`src/zts_pkg.sv`:
```
package zts_pkg;

	localparam int SIZE_W     = 5;
	localparam int BYTE_W     = 8;
	localparam logic [SIZE_W-1:0] SIZE_RESET = 5'd8;

	localparam logic OP_LOAD = 1'b0;
	localparam logic OP_READ = 1'b1;

	typedef enum logic [3:0] {
		ST_IDLE  = 4'b0001,
		ST_READ  = 4'b0010,
		ST_COPY  = 4'b0100,
		ST_DRAIN = 4'b1000
	} state_t;

	// walker control for the copy pass
	typedef struct packed {
		logic clear;
		logic step;
	} scan_ctl_t;

endpackage

```
`src/zts_ram.sv`:
```
module zts_ram #(
	parameter int WIDTH = 8,
	parameter int DEPTH = 256
) (
	input  logic                     clk,
	input  logic                     we,
	input  logic [$clog2(DEPTH)-1:0] waddr,
	input  logic [WIDTH-1:0]         wdata,
	input  logic [$clog2(DEPTH)-1:0] raddr,
	output logic [WIDTH-1:0]         rdata
);

	logic [WIDTH-1:0] mem_q [DEPTH];
	logic [WIDTH-1:0] rdata_q;

	always_ff @(posedge clk) begin
		if (we) begin
			mem_q[waddr] <= wdata;
		end
		rdata_q <= mem_q[raddr];
	end

	assign rdata = rdata_q;

endmodule

```
`src/zts_scan.sv`:
```
module zts_scan #(
	parameter int MAX_SIDE = 16
) (
	input  logic                                   clk,
	input  logic                                   arst_n,
	input  zts_pkg::scan_ctl_t                     ctl,
	input  logic [$clog2(MAX_SIDE+1)-1:0]          side,
	output logic [$clog2(MAX_SIDE*MAX_SIDE)-1:0]   src_addr,
	output logic [$clog2(MAX_SIDE*MAX_SIDE)-1:0]   dst_addr
);
	import zts_pkg::*;

	localparam int SIDE_W = $clog2(MAX_SIDE + 1);
	localparam int RC_W   = $clog2(MAX_SIDE);
	localparam int ADDR_W = $clog2(MAX_SIDE * MAX_SIDE);
	localparam int PROD_W = RC_W + SIDE_W;
	localparam int EXT_W  = RC_W + 1;

	logic [RC_W-1:0] zz_row_q, zz_col_q, sp_row_q, sp_col_q;
	logic [RC_W-1:0] zz_row_d, zz_col_d, sp_row_d, sp_col_d;
	logic [RC_W-1:0] last;
	logic [PROD_W-1:0] src_prod, dst_prod, src_sum, dst_sum;

	assign last = RC_W'(side - SIDE_W'(1));

	// zigzag: even anti-diagonal moves up-right, odd moves down-left
	always_comb begin
		zz_row_d = zz_row_q;
		zz_col_d = zz_col_q;
		if ((zz_row_q[0] ^ zz_col_q[0]) == 1'b0) begin
			if (zz_col_q == last) begin
				zz_row_d = zz_row_q + RC_W'(1);
			end else if (zz_row_q == '0) begin
				zz_col_d = zz_col_q + RC_W'(1);
			end else begin
				zz_row_d = zz_row_q - RC_W'(1);
				zz_col_d = zz_col_q + RC_W'(1);
			end
		end else begin
			if (zz_row_q == last) begin
				zz_col_d = zz_col_q + RC_W'(1);
			end else if (zz_col_q == '0) begin
				zz_row_d = zz_row_q + RC_W'(1);
			end else begin
				zz_row_d = zz_row_q + RC_W'(1);
				zz_col_d = zz_col_q - RC_W'(1);
			end
		end
	end

	// clockwise spiral, direction from position and ring
	always_comb begin
		logic [EXT_W-1:0] r, c, m, ring, far;
		r = EXT_W'(sp_row_q);
		c = EXT_W'(sp_col_q);
		m = EXT_W'(last);
		ring = r;
		if (c < ring) ring = c;
		if (m - r < ring) ring = m - r;
		if (m - c < ring) ring = m - c;
		far = m - ring;
		sp_row_d = sp_row_q;
		sp_col_d = sp_col_q;
		priority if (r == ring && c < far) begin
			sp_col_d = sp_col_q + RC_W'(1);
		end else if (c == far && r < far) begin
			sp_row_d = sp_row_q + RC_W'(1);
		end else if (r == far && c > ring) begin
			sp_col_d = sp_col_q - RC_W'(1);
		end else if (c == ring && r > ring + EXT_W'(1)) begin
			sp_row_d = sp_row_q - RC_W'(1);
		end else begin
			sp_col_d = sp_col_q + RC_W'(1);
		end
	end

	always_ff @(posedge clk or negedge arst_n) begin
		if (!arst_n) begin
			zz_row_q <= '0;
			zz_col_q <= '0;
			sp_row_q <= '0;
			sp_col_q <= '0;
		end else if (ctl.clear) begin
			zz_row_q <= '0;
			zz_col_q <= '0;
			sp_row_q <= '0;
			sp_col_q <= '0;
		end else if (ctl.step) begin
			zz_row_q <= zz_row_d;
			zz_col_q <= zz_col_d;
			sp_row_q <= sp_row_d;
			sp_col_q <= sp_col_d;
		end
	end

	// row * n + col
	assign src_prod = zz_row_q * side;
	assign dst_prod = sp_row_q * side;
	assign src_sum  = src_prod + PROD_W'(zz_col_q);
	assign dst_sum  = dst_prod + PROD_W'(sp_col_q);
	assign src_addr = ADDR_W'(src_sum);
	assign dst_addr = ADDR_W'(dst_sum);

endmodule

```
`src/zigzag_to_spiral_reorder_unit.sv`:
```
// Reorders an n-by-n byte matrix: the k-th element of the zigzag scan of the
// loaded matrix lands at the k-th place of a clockwise spiral starting at the
// top-left corner, and read items return the result in row-major order with
// row_end and frame_end marks. Send n*n load items (opcode 0) in row-major
// order, then n*n read items (opcode 1), each giving one result item. Loads
// on a full frame and reads before the frame is full are dropped and give no
// result. Loads can be taken back to back until the last of the frame. A read
// first presents the output-memory address, then moves the registered read
// data to the output register, and no new item is taken until it has; a read
// is held off while the output register holds an item that is not being taken.
// Accepting the last load starts the copy pass, which streams through both
// memories one element a cycle and holds in_ready low through the pass and
// the write-drain state that follows it. Writing matrix_size (only while
// idle) takes effect at once and restarts the frame; 0 acts as 1 and values
// above MAX_SIDE act as MAX_SIDE. The memories need no clearing after reset.
module zigzag_to_spiral_reorder_unit #(
	parameter int MAX_SIDE = 16
) (
	input  logic                        clk,
	input  logic                        arst_n,
	input  logic                        matrix_size_we,
	input  logic [zts_pkg::SIZE_W-1:0]  matrix_size,
	input  logic                        in_valid,
	output logic                        in_ready,
	input  logic                        opcode,
	input  logic [zts_pkg::BYTE_W-1:0]  load_byte,
	output logic                        out_valid,
	input  logic                        out_ready,
	output logic [zts_pkg::BYTE_W-1:0]  out_byte,
	output logic                        row_end,
	output logic                        frame_end
);
	import zts_pkg::*;

	localparam int DEPTH  = MAX_SIDE * MAX_SIDE;
	localparam int ADDR_W = $clog2(DEPTH);
	localparam int CNT_W  = $clog2(DEPTH + 1);
	localparam int SIDE_W = $clog2(MAX_SIDE + 1);
	localparam int RC_W   = $clog2(MAX_SIDE);

	state_t state_q;
	logic [SIZE_W-1:0] matrix_size_q;
	logic [CNT_W-1:0] load_count_q, read_count_q, copy_cnt_q;
	logic [RC_W-1:0] read_col_q;
	logic out_valid_q, row_end_q, frame_end_q;
	logic [BYTE_W-1:0] out_byte_q;
	logic copy_vld_s1;
	logic [ADDR_W-1:0] dst_s1;

	logic [SIDE_W-1:0] side;
	logic [2*SIDE_W-1:0] side_sq;
	logic [CNT_W-1:0] total, total_m1;
	logic [RC_W-1:0] side_m1;
	logic in_accept, load_ok, read_ok, load_full, frame_done;
	scan_ctl_t scan_ctl;
	logic [ADDR_W-1:0] src_addr, dst_addr;
	logic [BYTE_W-1:0] in_rdata, out_rdata;

	// effective side length, clamped to 1..MAX_SIDE
	always_comb begin
		if (matrix_size_q == '0) begin
			side = SIDE_W'(1);
		end else if (32'(matrix_size_q) > MAX_SIDE) begin
			side = SIDE_W'(MAX_SIDE);
		end else begin
			side = SIDE_W'(matrix_size_q);
		end
	end

	assign side_sq  = side * side;
	assign total    = CNT_W'(side_sq);
	assign total_m1 = total - CNT_W'(1);
	assign side_m1  = RC_W'(side - SIDE_W'(1));

	assign load_full = (load_count_q == total);

	// a read only goes ahead once the output register is sure to be free
	assign in_ready  = (state_q == ST_IDLE) &&
		(opcode == OP_LOAD || !out_valid_q || out_ready);
	assign in_accept = in_valid && in_ready;
	assign load_ok   = in_accept && opcode == OP_LOAD && !load_full;
	assign read_ok   = in_accept && opcode == OP_READ && load_full;
	assign frame_done = (state_q == ST_READ) && (read_count_q == total_m1);

	// walkers restart with the frame and step through the copy pass
	always_comb begin
		scan_ctl.clear = matrix_size_we || frame_done ||
			(state_q == ST_COPY && copy_cnt_q == total_m1);
		scan_ctl.step  = (state_q == ST_COPY);
	end

	zts_scan #(
		.MAX_SIDE (MAX_SIDE)
	) u_scan (
		.clk      (clk),
		.arst_n   (arst_n),
		.ctl      (scan_ctl),
		.side     (side),
		.src_addr (src_addr),
		.dst_addr (dst_addr)
	);

	// input store: written by loads, read in zigzag order during the pass
	zts_ram #(
		.WIDTH (BYTE_W),
		.DEPTH (DEPTH)
	) u_in_ram (
		.clk   (clk),
		.we    (load_ok),
		.waddr (load_count_q[ADDR_W-1:0]),
		.wdata (load_byte),
		.raddr (src_addr),
		.rdata (in_rdata)
	);

	// output store: written in spiral order in the cycle after the matching read,
	// read back in row-major order only after the drain state
	zts_ram #(
		.WIDTH (BYTE_W),
		.DEPTH (DEPTH)
	) u_out_ram (
		.clk   (clk),
		.we    (copy_vld_s1),
		.waddr (dst_s1),
		.wdata (in_rdata),
		.raddr (read_count_q[ADDR_W-1:0]),
		.rdata (out_rdata)
	);

	// copy pipeline: destination travels alongside the input-store read
	always_ff @(posedge clk or negedge arst_n) begin
		if (!arst_n) begin
			copy_vld_s1 <= 1'b0;
		end else begin
			copy_vld_s1 <= (state_q == ST_COPY);
		end
	end

	always_ff @(posedge clk) begin
		dst_s1 <= dst_addr;
	end

	// sequencer and counters
	always_ff @(posedge clk or negedge arst_n) begin
		if (!arst_n) begin
			state_q       <= ST_IDLE;
			matrix_size_q <= SIZE_RESET;
			load_count_q  <= '0;
			read_count_q  <= '0;
			read_col_q    <= '0;
			copy_cnt_q    <= '0;
		end else if (matrix_size_we) begin
			// new size restarts the frame
			matrix_size_q <= matrix_size;
			load_count_q  <= '0;
			read_count_q  <= '0;
			read_col_q    <= '0;
			copy_cnt_q    <= '0;
			state_q       <= ST_IDLE;
		end else begin
			unique case (state_q)
				ST_IDLE: begin
					if (load_ok) begin
						load_count_q <= load_count_q + CNT_W'(1);
						if (load_count_q == total_m1) begin
							state_q <= ST_COPY;
						end
					end else if (read_ok) begin
						state_q <= ST_READ;
					end
				end
				ST_READ: begin
					state_q <= ST_IDLE;
					if (frame_done) begin
						load_count_q <= '0;
						read_count_q <= '0;
						read_col_q   <= '0;
					end else begin
						read_count_q <= read_count_q + CNT_W'(1);
						read_col_q   <= (read_col_q == side_m1) ? '0 :
							read_col_q + RC_W'(1);
					end
				end
				ST_COPY: begin
					if (copy_cnt_q == total_m1) begin
						copy_cnt_q <= '0;
						state_q    <= ST_DRAIN;
					end else begin
						copy_cnt_q <= copy_cnt_q + CNT_W'(1);
					end
				end
				ST_DRAIN: begin
					// last pass write lands this cycle
					state_q <= ST_IDLE;
				end
				default: begin
					state_q <= ST_IDLE;
				end
			endcase
		end
	end

	// output register
	always_ff @(posedge clk or negedge arst_n) begin
		if (!arst_n) begin
			out_valid_q <= 1'b0;
		end else if (state_q == ST_READ) begin
			out_valid_q <= 1'b1;
		end else if (out_ready) begin
			out_valid_q <= 1'b0;
		end
	end

	always_ff @(posedge clk) begin
		if (state_q == ST_READ) begin
			out_byte_q  <= out_rdata;
			row_end_q   <= (read_col_q == side_m1);
			frame_end_q <= (read_count_q == total_m1);
		end
	end

	assign out_valid = out_valid_q;
	assign out_byte  = out_byte_q;
	assign row_end   = row_end_q;
	assign frame_end = frame_end_q;

endmodule

```
`config.mk`:
```
export PLATFORM = sky130hd
export DESIGN_NAME = zigzag_to_spiral_reorder_unit
export DESIGN_NICKNAME = d
export VERILOG_FILES = /design/src/zts_pkg.sv /design/src/zts_ram.sv /design/src/zts_scan.sv /design/src/zigzag_to_spiral_reorder_unit.sv
export SDC_FILE = /design/constraint.sdc
export NUM_CORES = 2
export LEC_CHECK = 0
export BUFFER_PORTS_ARGS = -buffer_cell sky130_fd_sc_hd__clkbuf_2
export CAP_MARGIN = 15
export CELL_PAD_IN_SITES_DETAIL_PLACEMENT = 0
export CELL_PAD_IN_SITES_GLOBAL_PLACEMENT = 1
export CORE_AREA = 2 2 557 559
export DETAILED_ROUTE_END_ITERATION = 8
export DIE_AREA = 0 0 559 561
export PLACE_DENSITY = 0.82
export SYNTH_ARGS = -nofsm -noshare
export SYNTH_HDL_FRONTEND = slang
export SYNTH_SLANG_ARGS = --single-unit
```
`constraint.sdc`:
```
create_clock -name clk -period 14.5 [get_ports clk]
set_input_delay 1.45 -clock clk [delete_from_list [all_inputs] [get_ports clk]]
set_output_delay 1.45 -clock clk [all_outputs]
set_load 0.02 [all_outputs]
```
Word level (Yosys, flattened, before mapping)
Memory sizes are Yosys's and may differ from the RTL's. A register that Yosys moved wholly into a read port is not among the register bits.
Cells that the tools add are included.
{ "op_classes": {"addsub": 20, "n_mul": 3, "magnitude_cmp": 8, "n_eq_ne": 27, "mux": 55, "bitwise": 2, "reduce_logical": 33} }
{ "ops": {"columns": ["operator", "count"], "rows": [
  ["2-to-1 mux 4 bit", 34],
  ["2-to-1 mux 9 bit", 9],
  ["equality test 9 bit", 4],
  ["adder 9 x 1 -> 9 bit (second input constant)", 3],
  ["adder 4 x 1 -> 4 bit (second input constant)", 5],
  ["equality test 4 x 5 -> 1 bit", 4],
  ["2-to-1 mux 5 bit", 4],
  ["subtractor 4 x 1 -> 4 bit (second input constant)", 5],
  ["one-hot mux 9 bit (2 select lines)", 1],
  ["adder 8 x 4 -> 8 bit", 2],
  ["multiplier 4 x 5 -> 8 bit", 2],
  ["AND reduction 3 bit", 5],
  ["equality test 4 bit", 3],
  ["logical AND 1 bit", 12],
  ["inequality test 3 x 2 -> 1 bit (second input constant)", 4],
  ["greater-than comparator 4 x 5 -> 1 bit", 2],
  ["less-than comparator 4 x 5 -> 1 bit", 2],
  ["subtractor 4 x 4 -> 5 bit", 2],
  ["multiplier 5 x 5 -> 9 bit", 1],
  ["inequality test 3 bit (second input constant)", 3],
  ["subtractor 9 x 1 -> 9 bit (second input constant)", 1],
  ["logical NOT 4 bit", 2],
  ["inequality test 4 x 2 -> 1 bit (second input constant)", 2],
  ["inequality test 4 bit (second input constant)", 2],
  ["other kinds (21)", 34]
]} }
{ "word_totals": {"regBits": 76, "mem_bits_rw": 4096, "inputBits": 19, "mem_count": 2} }
{ "mem_list": {"columns": ["name", "words", "word_bits", "rd", "rd_ports_with_merged_regs", "wr", "line", "rtl"], "rows": [
  ["u_in_ram.mem_q", 256, 8, 1, 1, 1, "zts_ram.sv:13", "logic [WIDTH-1:0] mem_q [DEPTH];"],
  ["u_out_ram.mem_q", 256, 8, 1, 1, 1, "zts_ram.sv:13", null]
]} }

Longest topological paths before layout
{ "logic_depth": {"depth_word": 18, "depth_mapped": 42} }

Modules after synthesis
A second synthesis with hierarchy kept.
{ "hier_totals": {"hier_cells": 8394, "hier_area_um2": 167501.9} }
{ "by_module_without_submodules": {"columns": ["mod", "instances", "cells_each", "area_each_um2", "seq_area_each_um2"], "rows": [
  ["zts_ram", 2, 3733, 79556.3, 61659.1],
  ["zts_scan", 1, 540, 4421.7, 400.4],
  ["zigzag_to_spiral_reorder_unit", 1, 388, 3967.6, 1514.0]
]} }

Worst setup path before layout
OpenSTA, ideal clock, no wires.
{ "synth_path": {"path_kind": "flip-flop to flip-flop", "from": "register matrix_size_q[2]", "to": "register u_scan.sp_row_q[3]", "setup_time_ps": 87, "arrival_ps": 9103, "required_time_ps": 14413, "path_slack_ps": 5311, "stages_incl_launch_ff": 42, "period_less_slack_ps": 9189, "cell_sequence": "dfrtp_1 -> nor3_1 -> nor2_1 -> nor2_1 -> clkbuf_1 -> clkinv_1 -> ha_1 -> xnor2_1 -> inv_2 -> ha_1 -> xor2_1 -> inv_1 -> ha_1 -> nand2_1 -> a311oi_1 -> nand3_1 -> nor3b_1 -> nor2_1 -> (+6 left out) -> nand2_1 -> o21ai_0 -> inv_1 -> ha_1 -> fa_1 -> ha_1 -> nor2b_1 -> o21ai_0 -> nand3_1 -> a21oi_1 -> mux2i_1 -> o22a_1 -> ha_1 -> a21o_1 -> a21oi_1 -> xor2_1 -> or4_1 -> o211ai_1"} }
{ "synth_via": {"elab_chain_cells": 16, "elab_cells_between_ends": 42, "classes_between": "add/sub (6); mul (1); order compare (7); eq/ne (8); mux (8); reduce/logical (12)"} }
{ "synth_rtl": {"columns": ["item", "line", "rtl"], "rows": [
  ["start: declaration", "zigzag_to_spiral_reorder_unit.sv:42", "logic [SIZE_W-1:0] matrix_size_q;"],
  ["start signal: assignment", "zigzag_to_spiral_reorder_unit.sv:154", "matrix_size_q <= matrix_size;"],
  ["greater-than comparator 5 bit", "zigzag_to_spiral_reorder_unit.sv:63", "end else if (32'(matrix_size_q) > MAX_SIDE) begin"],
  ["2-to-1 mux 5 bit", "zigzag_to_spiral_reorder_unit.sv:63", null],
  ["2-to-1 mux 5 bit (*)", "zigzag_to_spiral_reorder_unit.sv:61", "if (matrix_size_q == '0) begin"],
  ["subtractor 4 x 1 -> 4 bit", "zts_scan.sv:24", "assign last = RC_W'(side - SIDE_W'(1));"],
  ["subtractor 4 x 4 -> 5 bit", "zts_scan.sv:59", "if (m - r < ring) ring = m - r;"],
  ["less-than comparator 5 x 4 -> 1 bit", "zts_scan.sv:59", null],
  ["2-to-1 mux 5 bit", "zts_scan.sv:59", null],
  ["less-than comparator 5 bit", "zts_scan.sv:60", "if (m - c < ring) ring = m - c;"],
  ["2-to-1 mux 5 bit", "zts_scan.sv:60", null],
  ["subtractor 4 x 5 -> 5 bit", "zts_scan.sv:61", "far = m - ring;"],
  ["less-than comparator 4 x 5 -> 1 bit or equality test 4 x 5 -> 1 bit (tied branches)", "zts_scan.sv:66", "end else if (c == far && r < far) begin"],
  ["logical AND 1 bit", "zts_scan.sv:66", null],
  ["2-to-1 mux 4 bit", "zts_scan.sv:66", null],
  ["2-to-1 mux 4 bit", "zts_scan.sv:64", "priority if (r == ring && c < far) begin"],
  ["2-to-1 mux 4 bit", "zts_scan.sv:88", "end else if (ctl.step) begin"],
  ["2-to-1 mux 4 bit", "zts_scan.sv:83", "end else if (ctl.clear) begin"],
  ["end signal: assignment", "zts_scan.sv:91", "sp_row_q <= sp_row_d;"],
  ["end: declaration", "zts_scan.sv:19", "logic [RC_W-1:0] zz_row_q, zz_col_q, sp_row_q, sp_col_q;"]
]} }
Every way passes the cells marked *; elsewhere a longest branch is shown, timed or not. The select of a mux whose other input is x is not followed.
A chain may end at the register's enable or synchronous reset.

Worst setup path in the final report
{ "layout_path": {"from": "register matrix_size_q[4]", "to": "register u_scan.sp_row_q[3]"} }
Same word-level chain as after synthesis.

==> qor.csv <==
metric,value,unit
status,"complete, no violations",
post_cts_resized,0,
start_kind,flop,
wirelength,391000,µm
ys_seq_area_share,75.6,%
finalHoldViolCount,0,
postRouteAntennaNets,0,
critical-path-max-stage-delay,720,ps
finalMaxSlewViolations,0,
cap_viol_max_count,0,
initial_utilization,53.8,%
max_freq,93.5,MHz
cts_hold_buf,0,
synthFlopType,edfxtp_1,
root_buffer,clkbuf_16,
final.setup_skew,82.1,ps
vias_per_cell,6.57,
post-cts-setup-buffers,0,
powerDensity,198,nW/µm²
grt.total_usage,24.9,%
path_class,reg2reg,
drt-initial-drc-count,11400,
finalCritPeriodShare,73.8,%
drc,0,
grt_max_degree,213,
synth_area,166000,µm²
synth-seq-cells,4188,
grt_pass1_wl,571000,µm
leakagePower,56.2,nW
nNetsFinal,7739,
cp-end-kind,flop,
slowest_stage,xnor2_1,
yosysTopAreaCellShare,74.5,%
path_buf_inv,4,
final_core_util,59.8,%
min_path_type,reg2reg,
finalSetupTns,0,ps
wl_met1,150000,µm
synth-edff-count,4106,
cts-buffers-inserted,400,
gp_congestion,0.837,
core,308000,µm²
tritoncts,done,
grt_pass1_vias,80000,
io_pins,31,
top_layer,met5,
drive_above_1_share,26.7,%
worst-endpoint-required,15310,ps
die_area,314000,µm²
setup_viol,0,
rsz0062_at_grt,no,
grt_antenna_before_repair,16,
detailed_place_hpwl,220000,µm
rows,204,
first_pass_iters,6,
period_needed,10700,ps
yosys-top-cells-area,"edfxtp_1 74%, mux4_2 18%, nor2_1 1.3%, dfrtp_1 0.85%, ha_1 0.73%",
area_growth,11.1,%
path_clk_slew,70,ps
synthCells,7460,
critPathArrivalTime,11510,ps
die_x,559,µm
synth-async-reset-ratio,1.38,%
port-buffer-count,30,
ys_warn_count,0,
vias,79200,
holdWs,430,ps
htree_levels,5,
worst-path-max-fanout,15,
dr_wl_met3,40400,µm
clock_latency,970,ps
crit_top_cell,ha_1,
route.met2.wl,188000,µm
worstMarginPinSlew,1290,ps
wl_per_cell,32.4,µm
yosysTopAreaCell,edfxtp_1,
worst_path_dominant_cell_family,adder cells,
slew_headroom,13.9,%
die_h,561,µm
synthDistinctLibCells,78,
irDropWorstVdd,0.000319,V
synth_area_per_cell,22.2,µm²
cts.sinks,4188,
cts_buffer_depth,4,
grt.overflow.total,0,
[logic make-up (layout without fill, tap and decap cells)]
family                     count (synthesis)  count (layout)  share of synthesized area [%]
adders and majority gates                120             120                           1.00
buffers and inverters                    496             968                           1.13
other                                      2               7                        0.00454
AOI/OAI and AO/OA                        240             240                          0.966
and+or+nand+nor                          956             956                           2.51
xor gates and xnor gates                  99              99                          0.540
muxes                                   1359            1359                           18.2
DFF                                     4188            4188                           75.6
[cell type report]
| cell class | instances | area (µm²) |
|---|---|---|
| flip-flops and latches | 4188 | 125000 |
| fillers | 20500 | 124000 |
| multi-input cells | 2778 | 38700 |
| clock buffers | 466 | 10400 |
| well taps | 4120 | 5150 |
| clock inverters | 268 | 2800 |
| repair buffers | 158 | 1360 |
| inverters | 76 | 285 |
| diodes | 3 | 7.51 |
[registers in the layout, indices dropped and copies added, names as in the netlist]
name,count
copy_vld_s1,1
frame_end,1
u_scan.sp_row_q,4
u_scan.zz_row_q,4
dst_s1,8
u_out_ram.mem_q,2048
u_out_ram.rdata,8
u_scan.sp_col_q,4
u_in_ram.mem_q,2048
matrix_size_q,5
load_count_q,9
read_col_q,4
copy_cnt_q,9
u_in_ram.rdata,8
out_valid,1
state_q,4
row_end,1
out_byte,8
u_scan.zz_col_q,4
read_count_q,9
[cells in the mapped netlist, drive strengths merged, types with 4 or more instances]
cell,number
edfxtp,4106
mux4,1322
nor2,571
clkbuf,299
nand2,148
buf,121
ha,96
inv,73
xnor2,59
a21oi,58
dfrtp,56
o21ai,54
nand3,48
and2,39
xor2,38
nor2b,31
mux2i,28
nor3,28
a211oi,27
dfxtp,24
fa,22
a311oi,19
nand2b,19
and3,15
a21o,14
or3,13
nand4,11
a31oi,9
mux2,9
o31ai,8
o21bai,7
or2,7
a2111oi,6
nor3b,6
o211ai,6
o21a,6
nor4,5
o22ai,5
nand3b,4
or4,4
[routing by layer]
| metal | up-vias | GRT usage [%] |
|---|---|---|
| met5 | - | 0 |
| met4 | 4 | 7.29 |
| met3 | 635 | 4.88 |
| met2 | 4615 | 39.1 |
| met1 | 42400 | 35.9 |
| li1 | 31500 | - |
[worst paths after layout]
check | endpoint | from | cells past startpoint | slack (ps)
setup / recovery | u_scan.sp_row_q[3] | matrix_size_q[4] | 38 | 3800
hold reg to reg | out_byte[4] | u_out_ram.rdata[4] | 0 | 430
hold / removal | out_byte[4] | u_out_ram.rdata[4] | 0 | 430
setup reg to reg | u_scan.sp_row_q[3] | matrix_size_q[4] | 38 | 3800
min in group asynchronous | out_valid | arst_n | 2 | 680
max in group asynchronous | read_count_q[3] | arst_n | 2 | 13110
[report_power, final]
part | switching (mW) | internal (mW)
combinational | 6.47 | 4.73
sequential | 0.426 | 14.3
clock | 4.52 | 6.00
total | 11.4 | 25.0
[stage by stage]
stage | instance area, µm² | power (mW) | setup WS [ps] | std cells
after detailed placement | 171000 | 26.0 | 3940 | 11300
final | 184000 | 36.4 | 3800 | 12100
after global placement | 171000 | 25.8 | 4020 | 11300
after global routing | 184000 | 37.6 | 2720 | 12100
after floorplan | 166000 | 22.4 | 5310 | 7462
after CTS | 184000 | 36.5 | 3860 | 12100
[placed cells by master, fill, tap and decap left out, types with 20 or more instances in the layout]
cell,instances
mux4_2,1322
nand3_1,41
buf_4,112
xnor2_1,55
edfxtp_1,4106
clkinvlp_4,20
a211oi_1,27
clkbuf_16,406
bufinv_16,47
ha_1,94
nor3_1,25
clkinv_2,68
a21oi_1,58
clkbuf_2,21
clkbuf_1,58
and2_1,38
nor2_1,571
xor2_1,36
nor2b_1,31
mux2i_1,28
nand2_1,143
clkinv_1,104
fa_1,21
o21ai_0,50
dfrtp_1,50
inv_1,72
Note: power is estimated with default switching activity, not from simulation.
